File: config.mk
export PLATFORM = sky130hd
export DESIGN_NAME = column_min_max_normalizer_top_flat
export DESIGN_NICKNAME = d
export VERILOG_FILES = /design/src/cmmn_pkg.sv /design/src/cmmn_if.sv /design/src/column_min_max_normalizer_top.sv /design/src/cmmn_ram.sv /design/src/cmmn_div.sv /design/src/cmmn_ctrl.sv /design/src/cmmn_dp.sv /design/src/flat_wrapper.sv
export SDC_FILE = /design/constraint.sdc
export NUM_CORES = 2
export LEC_CHECK = 0
export BUFFER_PORTS_ARGS = -buffer_cell sky130_fd_sc_hd__buf_2
export CAP_MARGIN = 20
export CELL_PAD_IN_SITES_DETAIL_PLACEMENT = 0
export CELL_PAD_IN_SITES_GLOBAL_PLACEMENT = 1
export CORE_MARGIN = 2
export CORE_UTILIZATION = 25
export DETAILED_ROUTE_END_ITERATION = 16
export PLACE_DENSITY_LB_ADDON = 0.1
export SYNTH_ARGS = -nofsm -noshare
export SYNTH_HDL_FRONTEND = slang
export SYNTH_SLANG_ARGS = --single-unit
File: constraint.sdc
create_clock -name clk -period 19 [get_ports clk]
set_input_delay 2.85 -clock clk [delete_from_list [all_inputs] [get_ports clk]]
set_output_delay 2.85 -clock clk [all_outputs]
set_load 0.005 [all_outputs]
File: src/cmmn_pkg.sv
// Package with widths, command codes and control structs of the normalizer.
package cmmn_pkg;

  localparam int CMD_W   = 2;
  localparam int COL_W   = 4;
  localparam int VAL_W   = 32;
  localparam int FRAC_W  = 16;
  localparam int NORM_W  = FRAC_W + 1;
  localparam int CNTC_W  = 9;

  localparam logic [CMD_W-1:0] CMD_RANGE     = 2'd0;
  localparam logic [CMD_W-1:0] CMD_NORMALIZE = 2'd1;
  localparam logic [CMD_W-1:0] CMD_CLEAR     = 2'd2;

  localparam logic [NORM_W-1:0] ONE_Q16 = NORM_W'(1) << FRAC_W;

  localparam int DIV_STEPS = NORM_W;
  localparam int DIV_CNT_W = $clog2(DIV_STEPS + 1);

  typedef struct packed {
    logic capture;
    logic clear;
    logic write_range;
    logic eval;
    logic div_start;
    logic load_out;
  } ctrl_cmd_t;

  typedef struct packed {
    logic [CMD_W-1:0] cmd;
    logic             need_div;
    logic             div_busy;
    logic             out_stall;
  } ctrl_status_t;

endpackage

File: src/cmmn_if.sv
// Input and output channel interfaces of the normalizer.
interface cmmn_in_if;
  logic                              valid;
  logic                              ready;
  logic [cmmn_pkg::CMD_W-1:0]        cmd;
  logic [cmmn_pkg::COL_W-1:0]        column;
  logic signed [cmmn_pkg::VAL_W-1:0] sample_value;

  modport source (output valid, cmd, column, sample_value, input ready);
  modport sink (input valid, cmd, column, sample_value, output ready);
endinterface

interface cmmn_out_if;
  logic                        valid;
  logic                        ready;
  logic [cmmn_pkg::COL_W-1:0]  out_column;
  logic [cmmn_pkg::NORM_W-1:0] norm_value;
  logic                        out_of_range;
  logic                        zero_span;

  modport source (output valid, out_column, norm_value, out_of_range, zero_span, input ready);
  modport sink (input valid, out_column, norm_value, out_of_range, zero_span, output ready);
endinterface

File: src/column_min_max_normalizer_top.sv
// Top level of the per-column min-max normalizer.
// Input channel in_ch carries cmd, column and a signed Q16.16 sample_value.
// cmd 0 folds the sample into its column's running min and max, cmd 1
// normalizes the sample to an unsigned 1.16 fraction, cmd 2 clears all
// column ranges; cmd 3 is dropped. Only cmd 1 yields a transaction on
// out_ch: out_column, norm_value (65536 is 1.0), out_of_range, zero_span.
// One transaction is in work at a time; in_ch.ready is high only when idle.
// Range update steps: accept, store read, write back. Clear: accept, then
// the seen marks are cleared in the read state. Normalize with a span to
// divide by: accept, store read, evaluate and start the 17-step radix-2
// divider (one quotient bit a cycle), wait while it is busy, then load the
// result; saturated or zero-span results skip the divider.
// The result sits in an output register; range and clear transactions keep
// flowing while it waits, and a normalize holds only until out_ch.ready.
// Reset (rst, synchronous) clears all column seen marks and empties the
// output register; the min and max stores are not cleared.
// MAX_COLUMNS sets the store depth; a column at or beyond it is unseen.
module column_min_max_normalizer_top #(
  parameter int MAX_COLUMNS = 16
) (
  input  logic              clk,
  input  logic              rst,
  cmmn_in_if.sink           in_ch,
  cmmn_out_if.source        out_ch
);

  cmmn_pkg::ctrl_cmd_t    cmd;
  cmmn_pkg::ctrl_status_t status;

  cmmn_ctrl u_ctrl (
    .clk      (clk),
    .rst      (rst),
    .in_valid (in_ch.valid),
    .in_ready (in_ch.ready),
    .status   (status),
    .cmd      (cmd)
  );

  cmmn_dp #(
    .MAX_COLUMNS (MAX_COLUMNS)
  ) u_dp (
    .clk          (clk),
    .rst          (rst),
    .cmd          (cmd),
    .status       (status),
    .in_cmd       (in_ch.cmd),
    .in_column    (in_ch.column),
    .in_value     (in_ch.sample_value),
    .out_valid    (out_ch.valid),
    .out_ready    (out_ch.ready),
    .out_column   (out_ch.out_column),
    .norm_value   (out_ch.norm_value),
    .out_of_range (out_ch.out_of_range),
    .zero_span    (out_ch.zero_span)
  );

endmodule

File: src/cmmn_ram.sv
// Generic single-write, single-read RAM with registered read data.
module cmmn_ram #(
  parameter int WIDTH = 32,
  parameter int DEPTH = 16,
  localparam int ADDR_W = (DEPTH > 1) ? $clog2(DEPTH) : 1
) (
  input  logic              clk,
  input  logic              we,
  input  logic [ADDR_W-1:0] waddr,
  input  logic [WIDTH-1:0]  wdata,
  input  logic [ADDR_W-1:0] raddr,
  output logic [WIDTH-1:0]  rdata
);

  logic [WIDTH-1:0] mem [DEPTH];

  always_ff @(posedge clk) begin
    if (we) begin
      mem[waddr] <= wdata;
    end
    rdata <= mem[raddr];
  end

endmodule

File: src/cmmn_div.sv
// Radix-2 restoring divider producing the 17-bit fraction quotient.
module cmmn_div (
  input  logic                        clk,
  input  logic                        rst,
  input  logic                        start,
  input  logic [cmmn_pkg::VAL_W-1:0]  num,
  input  logic [cmmn_pkg::VAL_W-1:0]  span,
  output logic                        busy,
  output logic [cmmn_pkg::NORM_W-1:0] quo
);

  logic [cmmn_pkg::DIV_CNT_W-1:0] cnt;
  logic [cmmn_pkg::VAL_W-1:0]     rem;
  logic [cmmn_pkg::NORM_W-1:0]    dbits;
  logic [cmmn_pkg::VAL_W:0]       trial;
  logic [cmmn_pkg::VAL_W:0]       diff;

  assign trial = {rem, dbits[cmmn_pkg::NORM_W-1]};
  assign diff  = trial - {1'b0, span};
  assign busy  = (cnt != '0);

  always_ff @(posedge clk) begin
    if (rst) begin
      cnt <= '0;
    end else if (start) begin
      cnt <= cmmn_pkg::DIV_CNT_W'(cmmn_pkg::DIV_STEPS);
    end else if (busy) begin
      cnt <= cnt - 1'b1;
    end
  end

  always_ff @(posedge clk) begin
    if (start) begin
      rem   <= {1'b0, num[cmmn_pkg::VAL_W-1:1]};
      dbits <= {num[0], {cmmn_pkg::FRAC_W{1'b0}}};
      quo   <= '0;
    end else if (busy) begin
      if (!diff[cmmn_pkg::VAL_W]) begin
        rem <= diff[cmmn_pkg::VAL_W-1:0];
        quo <= {quo[cmmn_pkg::NORM_W-2:0], 1'b1};
      end else begin
        rem <= trial[cmmn_pkg::VAL_W-1:0];
        quo <= {quo[cmmn_pkg::NORM_W-2:0], 1'b0};
      end
      dbits <= {dbits[cmmn_pkg::NORM_W-2:0], 1'b0};
    end
  end

endmodule

File: src/cmmn_ctrl.sv
// Controller state machine sequencing capture, range update, clear and normalize.
module cmmn_ctrl (
  input  logic                   clk,
  input  logic                   rst,
  input  logic                   in_valid,
  output logic                   in_ready,
  input  cmmn_pkg::ctrl_status_t status,
  output cmmn_pkg::ctrl_cmd_t    cmd
);

  typedef enum logic [2:0] {
    S_IDLE,
    S_READ,
    S_EVAL,
    S_DIV,
    S_OUT
  } state_t;

  state_t state;
  state_t state_next;

  always_ff @(posedge clk) begin
    if (rst) begin
      state <= S_IDLE;
    end else begin
      state <= state_next;
    end
  end

  always_comb begin
    state_next = state;
    cmd        = '0;
    in_ready   = 1'b0;
    case (state)
      S_IDLE: begin
        in_ready    = !rst;
        cmd.capture = in_valid;
        if (in_valid) begin
          state_next = S_READ;
        end
      end
      S_READ: begin
        case (status.cmd)
          cmmn_pkg::CMD_RANGE:     state_next = S_EVAL;
          cmmn_pkg::CMD_NORMALIZE: state_next = S_EVAL;
          cmmn_pkg::CMD_CLEAR: begin
            cmd.clear  = 1'b1;
            state_next = S_IDLE;
          end
          default: state_next = S_IDLE;
        endcase
      end
      S_EVAL: begin
        if (status.cmd == cmmn_pkg::CMD_RANGE) begin
          cmd.write_range = 1'b1;
          state_next      = S_IDLE;
        end else begin
          cmd.eval = 1'b1;
          if (status.need_div) begin
            cmd.div_start = 1'b1;
            state_next    = S_DIV;
          end else begin
            state_next = S_OUT;
          end
        end
      end
      S_DIV: begin
        if (!status.div_busy) begin
          state_next = S_OUT;
        end
      end
      S_OUT: begin
        if (!status.out_stall) begin
          cmd.load_out = 1'b1;
          state_next   = S_IDLE;
        end
      end
      default: state_next = S_IDLE;
    endcase
  end

endmodule

File: src/cmmn_dp.sv
// Datapath: column range stores, seen marks, range compare, divider, result register.
module cmmn_dp #(
  parameter int MAX_COLUMNS = 16
) (
  input  logic                               clk,
  input  logic                               rst,
  input  cmmn_pkg::ctrl_cmd_t                cmd,
  output cmmn_pkg::ctrl_status_t             status,
  input  logic [cmmn_pkg::CMD_W-1:0]         in_cmd,
  input  logic [cmmn_pkg::COL_W-1:0]         in_column,
  input  logic signed [cmmn_pkg::VAL_W-1:0]  in_value,
  output logic                               out_valid,
  input  logic                               out_ready,
  output logic [cmmn_pkg::COL_W-1:0]         out_column,
  output logic [cmmn_pkg::NORM_W-1:0]        norm_value,
  output logic                               out_of_range,
  output logic                               zero_span
);

  localparam int IDX_W = (MAX_COLUMNS > 1) ? $clog2(MAX_COLUMNS) : 1;

  logic [cmmn_pkg::CMD_W-1:0]        c_cmd;
  logic [cmmn_pkg::COL_W-1:0]        c_col;
  logic signed [cmmn_pkg::VAL_W-1:0] c_val;

  logic [IDX_W+cmmn_pkg::COL_W-1:0]  col_ext;
  logic [IDX_W-1:0]                  addr;
  logic                              valid_col;
  logic                              seen_hit;
  logic [MAX_COLUMNS-1:0]            seen;

  logic signed [cmmn_pkg::VAL_W-1:0] mx;
  logic signed [cmmn_pkg::VAL_W-1:0] mn;
  logic [cmmn_pkg::VAL_W-1:0]        new_max;
  logic [cmmn_pkg::VAL_W-1:0]        new_min;
  logic                              ram_we;

  logic [cmmn_pkg::VAL_W:0]          num_ext;
  logic [cmmn_pkg::VAL_W:0]          span_ext;
  logic [cmmn_pkg::NORM_W-1:0]       quo;
  logic                              div_busy;

  logic [cmmn_pkg::NORM_W-1:0]       e_norm;
  logic                              e_oor;
  logic                              e_zspan;
  logic                              e_div;

  logic [cmmn_pkg::NORM_W-1:0]       res_norm;
  logic                              res_oor;
  logic                              res_zspan;
  logic                              res_div;

  always_ff @(posedge clk) begin
    if (cmd.capture) begin
      c_cmd <= in_cmd;
      c_col <= in_column;
      c_val <= in_value;
    end
  end

  assign col_ext   = {{IDX_W{1'b0}}, c_col};
  assign addr      = col_ext[IDX_W-1:0];
  assign valid_col = ({{(cmmn_pkg::CNTC_W - cmmn_pkg::COL_W){1'b0}}, c_col}
                     < cmmn_pkg::CNTC_W'(MAX_COLUMNS));
  assign seen_hit  = valid_col && seen[addr];

  assign new_max = (!seen_hit || (c_val > mx)) ? c_val : mx;
  assign new_min = (!seen_hit || (c_val < mn)) ? c_val : mn;
  assign ram_we  = cmd.write_range && valid_col;

  cmmn_ram #(
    .WIDTH (cmmn_pkg::VAL_W),
    .DEPTH (MAX_COLUMNS)
  ) u_max_ram (
    .clk   (clk),
    .we    (ram_we),
    .waddr (addr),
    .wdata (new_max),
    .raddr (addr),
    .rdata (mx)
  );

  cmmn_ram #(
    .WIDTH (cmmn_pkg::VAL_W),
    .DEPTH (MAX_COLUMNS)
  ) u_min_ram (
    .clk   (clk),
    .we    (ram_we),
    .waddr (addr),
    .wdata (new_min),
    .raddr (addr),
    .rdata (mn)
  );

  always_ff @(posedge clk) begin
    if (rst || cmd.clear) begin
      seen <= '0;
    end else if (ram_we) begin
      seen[addr] <= 1'b1;
    end
  end

  always_comb begin
    e_norm  = '0;
    e_oor   = 1'b0;
    e_zspan = 1'b0;
    e_div   = 1'b0;
    if (!seen_hit || (mx <= mn)) begin
      e_zspan = 1'b1;
    end else if (c_val < mn) begin
      e_oor = 1'b1;
    end else if (c_val > mx) begin
      e_norm = cmmn_pkg::ONE_Q16;
      e_oor  = 1'b1;
    end else begin
      e_div = 1'b1;
    end
  end

  assign num_ext  = {c_val[cmmn_pkg::VAL_W-1], c_val} - {mn[cmmn_pkg::VAL_W-1], mn};
  assign span_ext = {mx[cmmn_pkg::VAL_W-1], mx} - {mn[cmmn_pkg::VAL_W-1], mn};

  cmmn_div u_div (
    .clk   (clk),
    .rst   (rst),
    .start (cmd.div_start),
    .num   (num_ext[cmmn_pkg::VAL_W-1:0]),
    .span  (span_ext[cmmn_pkg::VAL_W-1:0]),
    .busy  (div_busy),
    .quo   (quo)
  );

  always_ff @(posedge clk) begin
    if (cmd.eval) begin
      res_norm  <= e_norm;
      res_oor   <= e_oor;
      res_zspan <= e_zspan;
      res_div   <= e_div;
    end
  end

  always_ff @(posedge clk) begin
    if (rst) begin
      out_valid <= 1'b0;
    end else if (cmd.load_out) begin
      out_valid <= 1'b1;
    end else if (out_ready) begin
      out_valid <= 1'b0;
    end
  end

  always_ff @(posedge clk) begin
    if (cmd.load_out) begin
      out_column   <= c_col;
      norm_value   <= res_div ? quo : res_norm;
      out_of_range <= res_oor;
      zero_span    <= res_zspan;
    end
  end

  assign status.cmd       = c_cmd;
  assign status.need_div  = e_div;
  assign status.div_busy  = div_busy;
  assign status.out_stall = out_valid && !out_ready;

endmodule

File: src/flat_wrapper.sv
// flat-port wrapper written by rule: the top's interface ports become plain ports
module column_min_max_normalizer_top_flat 
#(
  parameter int MAX_COLUMNS = 16
)
  (clk, rst, in_ch_valid, in_ch_cmd, in_ch_column, in_ch_sample_value, in_ch_ready, out_ch_valid, out_ch_out_column, out_ch_norm_value, out_ch_out_of_range, out_ch_zero_span, out_ch_ready);
  cmmn_in_if in_ch_i ();
  cmmn_out_if out_ch_i ();
  input  logic clk;
  input  logic rst;
  input wire logic [$bits(in_ch_i.valid)-1:0] in_ch_valid;
  input wire logic [$bits(in_ch_i.cmd)-1:0] in_ch_cmd;
  input wire logic [$bits(in_ch_i.column)-1:0] in_ch_column;
  input wire logic [$bits(in_ch_i.sample_value)-1:0] in_ch_sample_value;
  output wire logic [$bits(in_ch_i.ready)-1:0] in_ch_ready;
  output wire logic [$bits(out_ch_i.valid)-1:0] out_ch_valid;
  output wire logic [$bits(out_ch_i.out_column)-1:0] out_ch_out_column;
  output wire logic [$bits(out_ch_i.norm_value)-1:0] out_ch_norm_value;
  output wire logic [$bits(out_ch_i.out_of_range)-1:0] out_ch_out_of_range;
  output wire logic [$bits(out_ch_i.zero_span)-1:0] out_ch_zero_span;
  input wire logic [$bits(out_ch_i.ready)-1:0] out_ch_ready;
  assign in_ch_i.valid = in_ch_valid;
  assign in_ch_i.cmd = in_ch_cmd;
  assign in_ch_i.column = in_ch_column;
  assign in_ch_i.sample_value = in_ch_sample_value;
  assign in_ch_ready = in_ch_i.ready;
  assign out_ch_valid = out_ch_i.valid;
  assign out_ch_out_column = out_ch_i.out_column;
  assign out_ch_norm_value = out_ch_i.norm_value;
  assign out_ch_out_of_range = out_ch_i.out_of_range;
  assign out_ch_zero_span = out_ch_i.zero_span;
  assign out_ch_i.ready = out_ch_ready;
  column_min_max_normalizer_top #(.MAX_COLUMNS(MAX_COLUMNS)) u_core (.clk(clk), .rst(rst), .in_ch(in_ch_i), .out_ch(out_ch_i));
endmodule
Word level (Yosys, flattened, before mapping)
Memory sizes are Yosys's and may differ from the RTL's. A register that Yosys moved wholly into a read port is not among the register bits.
Cells that the tools add are included.
- bits in registers: 156
- bits in latches: 0
- RAM bits: 1024
- ROM bits: 0
- input port bits: 42
- output and inout port bits: 25
- logic and storage cells: 102
- memories: 2
- memory list (memory ; depth ; width ; rd ports ; clocked after Yosys merged registers in ; write ports ; RTL line ; text):
    u_core.u_dp.u_max_ram.mem ; 16 ; 32 ; 1 ; 1 ; 1 ; cmmn_ram.sv:15 ; logic [WIDTH-1:0] mem [DEPTH];
    u_core.u_dp.u_min_ram.mem ; 16 ; 32 ; 1 ; 1 ; 1 ; cmmn_ram.sv:15 ;
- $add $sub $neg: 4
- multiply operators: 0
- divide/modulo/power cells: 0
- $lt $le $gt $ge: 5
- equal/unequal tests: 9
- shifts and indexed selects: 0
- multiplexer cells: 43
- bitwise operators: 1
- reductions and logical operators: 18
- operators by type and width (kind ; count):
    $mux W32 ; 3
    $mux W17 ; 4
    $sub A32 B32 Y32 ; 2
    $mux W31 ; 2
    $sub A33 B32 Y33 ; 1
    $gt A32 B32 Y1 ; 1
    $le A32 B32 Y1 ; 1
    $lt A32 B32 Y1 ; 1
    $mux W1 ; 21
    $mux W3 ; 6
    $or A16 B16 Y16 ; 1
    $pmux W3 S5 ; 1
    $mux W5 ; 2
    $eq A3 B2 Y1 const B ; 2
    $ne A2 B2 Y1 const B ; 3
    $reduce_or A2 Y1 ; 3
    $lt A4 B5 Y1 const B ; 1
    $reduce_bool A5 Y1 ; 1
    $sub A5 B1 Y5 const B ; 1
    $bmux W1 S4 ; 1
    $demux W1 S4 ; 1
    $ge A4 B1 Y1 const B ; 1
    $logic_or A1 B1 Y1 ; 4
    $mux W2 ; 2
    10 further kinds ; 14

Depth between registers and ports, before layout
- depth in word-level cells: 10
- mapped depth: 25
- mapped depth without buffers: 24

Cells and area by module
Synthesis repeated with hierarchy kept, for this count alone.
- cells, all modules: 3101
- area total of the unflattened synthesis: 52345.2 sq um
- by module, submodules not included (module ; times used ; cells each ; area an instance (sq um) ; sequential area each (sq um)):
    cmmn_ram (u_core.u_dp.u_min_ram) ; 1 ; 838 ; 19854.0 ; 16015.4
    cmmn_ram (u_core.u_dp.u_max_ram) ; 1 ; 838 ; 19835.3 ; 16015.4
    cmmn_dp ; 1 ; 884 ; 8069.0 ; 2292.2
    cmmn_div ; 1 ; 511 ; 4352.9 ; 1421.4
    cmmn_ctrl ; 1 ; 30 ; 234.0 ; 60.1

Worst setup path after synthesis
Ideal clock, no wire load.
- path type: input port to flip-flop
- start point: in in_ch_valid
- end point: reg u_core.u_dp.c_col, in the netlist u_core.u_dp.addr[0], enable pin
- library setup time: 0.542 ns
- arrival time: 6.757 ns
- data required time: 18.458 ns
- slack: 11.701 ns
- cell stages on the path: 1
- buffers on the path: 0
- path through: nor4b_1
- longest elaborated chain between the ends: 1
- RTL lines (element ; RTL line ; text):
    start, declared ; flat_wrapper.sv:11 ; input wire logic [$bits(in_ch_i.valid)-1:0] in_ch_valid;
    $mux W1 ; cmmn_ctrl.sv:34 ; case (state)
    end signal, assigned ; cmmn_dp.sv:56 ; c_col <= in_column;
    end, declared ; cmmn_dp.sv:23 ; logic [cmmn_pkg::COL_W-1:0] c_col;
Every way passes these cells.
A chain may end at the register's enable or synchronous reset.

Worst setup path in the final report
- start point: reg u_core.u_dp.u_min_ram.rdata[1] (read register of u_core.u_dp.u_min_ram.mem)
- end point: reg u_core.u_dp.u_div.rem[4] in the netlist's numbering, data pin
- longest elaborated chain between the ends: 7
- elaborated cells on any way between the ends: 14
- those cells by class: add/sub (3); order compare (2); mux (8); reduce/logical (1)
- RTL lines (element ; RTL line ; text):
    start, declared ; cmmn_ram.sv:12 ; output logic [WIDTH-1:0] rdata
    branches (longest 6 deep; another with $sub A33 B32 Y33) ; -- ;
    $mux W31 (*) ; cmmn_div.sv:33 ; if (start) begin
    end signal, assigned ; cmmn_div.sv:34 ; rem <= {1'b0, num[cmmn_pkg::VAL_W-1:1]};
    end signal, assigned ; cmmn_div.sv:39 ; rem <= diff[cmmn_pkg::VAL_W-1:0];
    end signal, assigned ; cmmn_div.sv:42 ; rem <= trial[cmmn_pkg::VAL_W-1:0];
    end, declared ; cmmn_div.sv:13 ; logic [cmmn_pkg::VAL_W-1:0] rem;
Every way passes the cells marked *. The select of a mux whose other input is x is not followed.

==> qor.yml <==
logic_synthesis:
  syn_nets: 3056
  synth_edf_count: 1121
  ys_warn_count: 0
  ys_async_sr_fraction_pct: 0
  postSynthAreaPerCell_um2: 17.8
  synth_area_um2: 51300
  synth-main-ff-cell: "edfxtp_1"
  netlist_instances: 2881
  yosysUniqueCellTypes: 75
  seq_area_frac_synth_pct: 69.8
  synth-seq-cells: 1228
pwr:
  p_leak_nw: 20.1
  p_per_area_nw_per_um2: 130
  ir_drop_v: 0.000118
  total_power_mw: 7.84
floorplan:
  io_pins: 67
  die_w_um: 457
  fp.coreArea_um2: 204000
  die_h_um: 457
  start_util_pct: 25.1
  die_area_um2: 209000
  rows: 166
timing:
  setup_ws_ns: 12.56
  setup-violations-final: 0
  clock.fmax_mhz: 155
  hold_violations: 0
  worst_pin_slew_ns: 1.10
  grt_setup_unrepaired: "no"
  slew-limit-headroom_pct: 26.4
  min_period_ns: 6.44
  tns_ns: 0
  fin_crit_sh_pct: 33.9
  fin_hold_ws_ns: 0.427
  finalMaxSlewViolations: 0
  skew_ns: 0.0478
route:
  drt_first_iter_violations: 2206
  dr.pass1.iters: 7
  antenna_left: 0
  vias: 27615
  wl_per_cell_um: 27.8
  route.detailed.drc: 0
  via_per_inst: 4.67
  wirelength_mm: 165
worst_setup_path:
  cp_max_fo: 18
  worstPathCellList: "inv_1 -> ha_1 -> nor2b_1 -> o31a_1 -> o21ai_1 -> a31oi_1 -> o21ai_0 -> o21ai_1 -> a221oi_1 -> o21ai_1 -> a2111oi_0 -> nor3_1 -> ha_1 -> nand3_1 -> a211o_1 -> nand3_1 -> o311a_1 -> clkinv_1 -> or3_1 -> a31oi_1"
  start_kind: "flip-flop"
  worst_setup_path_end_kind: "flip-flop"
  path_class: "reg2reg"
  critical_path.max_stage_delay_ns: 0.63
  critical_path_arrival_ns: 7.06
  crit_top_cell: "o21ai_1"
  required_ns: 19.62
  crit_slowest_cell: "a221oi_1"
grt:
  grt_max_degree: 75
  grt_pass1_wl_mm: 231
  grt_usage_pct: 15.7
  overflow: 0
  antenna_found_initial: 4
  grt_pass1_vias: 29338
cts:
  cts_setup_buffers: 0
  root_buffer: "clkbuf_16"
  htree_levels: 4
  clkTransAtPathRegs_ns: 0.06
  clk_latency_ns: 0.81
  cts_buffers: 147
  tritoncts: "yes"
  clockBufferDepth: 3
  ctsHoldBuffers: 0
  cts_resized: 0
  cts.sinks: 1228
placed_design:
  preCtsSetupSlack_ns: 12.61
  port_buffers: 66
  placed_cells: 5619
  place_hpwl_mm: 99.5
  gp_congestion: 0.810
  dpl_cell_area_um2: 55500
run_status:
  status: "complete, no violations"
cells_and_area:
  area_growth_syn_to_layout_pct: 17.8
  finalNonFillerCells: 5910
  nNetsFinal: 3266
  final_util_pct: 29.6
  fin_area_um2: 60400
  drive_gt1_share_pct: 23.5
hold_path:
  min_path_type: "reg2reg"
run:
  max-cap-violations: 0
## report_power, final
part	total (mW)	internal [mW]	switching, mW
clock	2.82	1.64	1.18
sequential	3.25	3.18	0.0727
combinational	1.78	0.677	1.10
total	7.84	5.49	2.35
## flip-flops by register name (all words and copies together), names as in the netlist, 2 cells and up
register / count
u_core.u_dp.u_max_ram.mem: 512
u_core.u_dp.u_min_ram.mem: 512
u_core.u_dp.c_val: 32
u_core.u_dp.u_div.rem: 32
u_core.u_dp.u_max_ram.rdata: 32
u_core.u_dp.u_min_ram.rdata: 32
u_core.u_dp.norm_value: 17
u_core.u_dp.u_div.quo: 17
u_core.u_dp.seen: 16
u_core.u_dp.u_div.cnt: 5
u_core.u_dp.addr: 4
u_core.u_dp.out_column: 4
u_core.u_ctrl.state: 3
u_core.u_dp.c_cmd: 2
## final timing paths
| check | from | endpoint | slack (ns) | cells past startpoint |
|---|---|---|---|---|
| setup / recovery | u_core.u_dp.u_min_ram.rdata[1]$_DFF_P_ | u_core.u_dp.u_div.rem[4]$_DFFE_PP_ | 12.56 | 20 |
| hold / removal | u_core.u_dp.res_zspan$_DFFE_PP_ | u_core.u_dp.zero_span$_DFFE_PP_ | 0.43 | 0 |
| setup reg to reg | u_core.u_dp.u_min_ram.rdata[1]$_DFF_P_ | u_core.u_dp.u_div.rem[4]$_DFFE_PP_ | 12.56 | 20 |
| hold reg to reg | u_core.u_dp.res_zspan$_DFFE_PP_ | u_core.u_dp.zero_span$_DFFE_PP_ | 0.43 | 0 |
## kinds of logic (layout without fill, tap and decap cells)
group,count (synthesis),in the layout,synth area share [%]
simple gates,443,443,4.05
xor+xnor,81,81,1.38
compound gates,434,434,5.29
mux,339,339,14.5
buf+inv,223,559,1.69
flops,1228,1228,69.8
fa+ha+maj,133,133,3.29
other cells,0,5,0
## final cells by class
cell class,count,area [um2]
fill,20229,144000
tap,2688,3360
antenna,5,12.5
clock buffer,208,4040
timing repair buffer,183,1240
clock inverter,67,822
inverter,101,379
sequential,1228,35800
multi-input combinational,1430,14800
## worst max-delay path, delay by kind of cell (launching register included)
kind	cells	cell delay, ns
AOI/OAI and AO/OA	11	3.41
adders and majority gates	2	0.67
buffers and inverters	2	0.70
DFF	1	0.40
and+or+nand+nor	5	1.09
## cells in the mapped netlist, drive strengths merged (12+ instances only)
| library cell | count | area [um2] |
|---|---|---|
| ha | 130 | 1630 |
| inv | 100 | 375 |
| nand2 | 179 | 672 |
| nand3 | 26 | 130 |
| a211oi | 18 | 135 |
| a21o | 42 | 315 |
| xor2 | 25 | 219 |
| nor3 | 28 | 140 |
| and2 | 24 | 151 |
| mux4 | 324 | 7300 |
| o21ai | 130 | 651 |
| clkbuf | 85 | 319 |
| buf | 37 | 168 |
| edfxtp | 1121 | 33700 |
| nand2b | 19 | 119 |
| dfxtp | 107 | 2140 |
| o21a | 29 | 218 |
| o21bai | 12 | 90.1 |
| xnor2 | 56 | 490 |
| nor2b | 14 | 87.6 |
| a31oi | 21 | 131 |
| nand4 | 16 | 100 |
| a21oi | 112 | 561 |
| nor2 | 92 | 345 |
## placed cells by master (no fill, tap or decap), types with 12 or more instances in the layout
cell type,instances
a211oi_1,18
a21o_1,42
a21oi_1,112
a31oi_1,21
and2_1,21
buf_2,66
buf_4,111
clkbuf_1,49
clkbuf_16,148
clkinv_1,16
clkinv_2,26
dfxtp_1,107
edfxtp_1,1121
ha_1,130
inv_1,100
mux4_2,324
nand2_1,179
nand2b_1,18
nand3_1,26
nand4_1,16
nor2_1,79
nor2_4,12
nor2b_1,14
nor3_1,24
o21a_1,29
o21ai_0,84
o21ai_1,46
o21bai_1,12
xnor2_1,56
xor2_1,25
## metal layers
| metal | vias to the layer above | wire, um | GRT usage (%) | part of all wire (%) |
|---|---|---|---|---|
| met3 | 197 | 5660 | 2.20 | 3.4 |
| met2 | 554 | 82600 | 27.1 | 50 |
| li1 | 12036 | - | - | - |
| met4 | 0 | 4130 | 4.71 | 2.5 |
| met1 | 14828 | 72200 | 20.3 | 44 |
| met5 | - | 0 | 0 | 0 |
(Power assumes the default switching activity.)
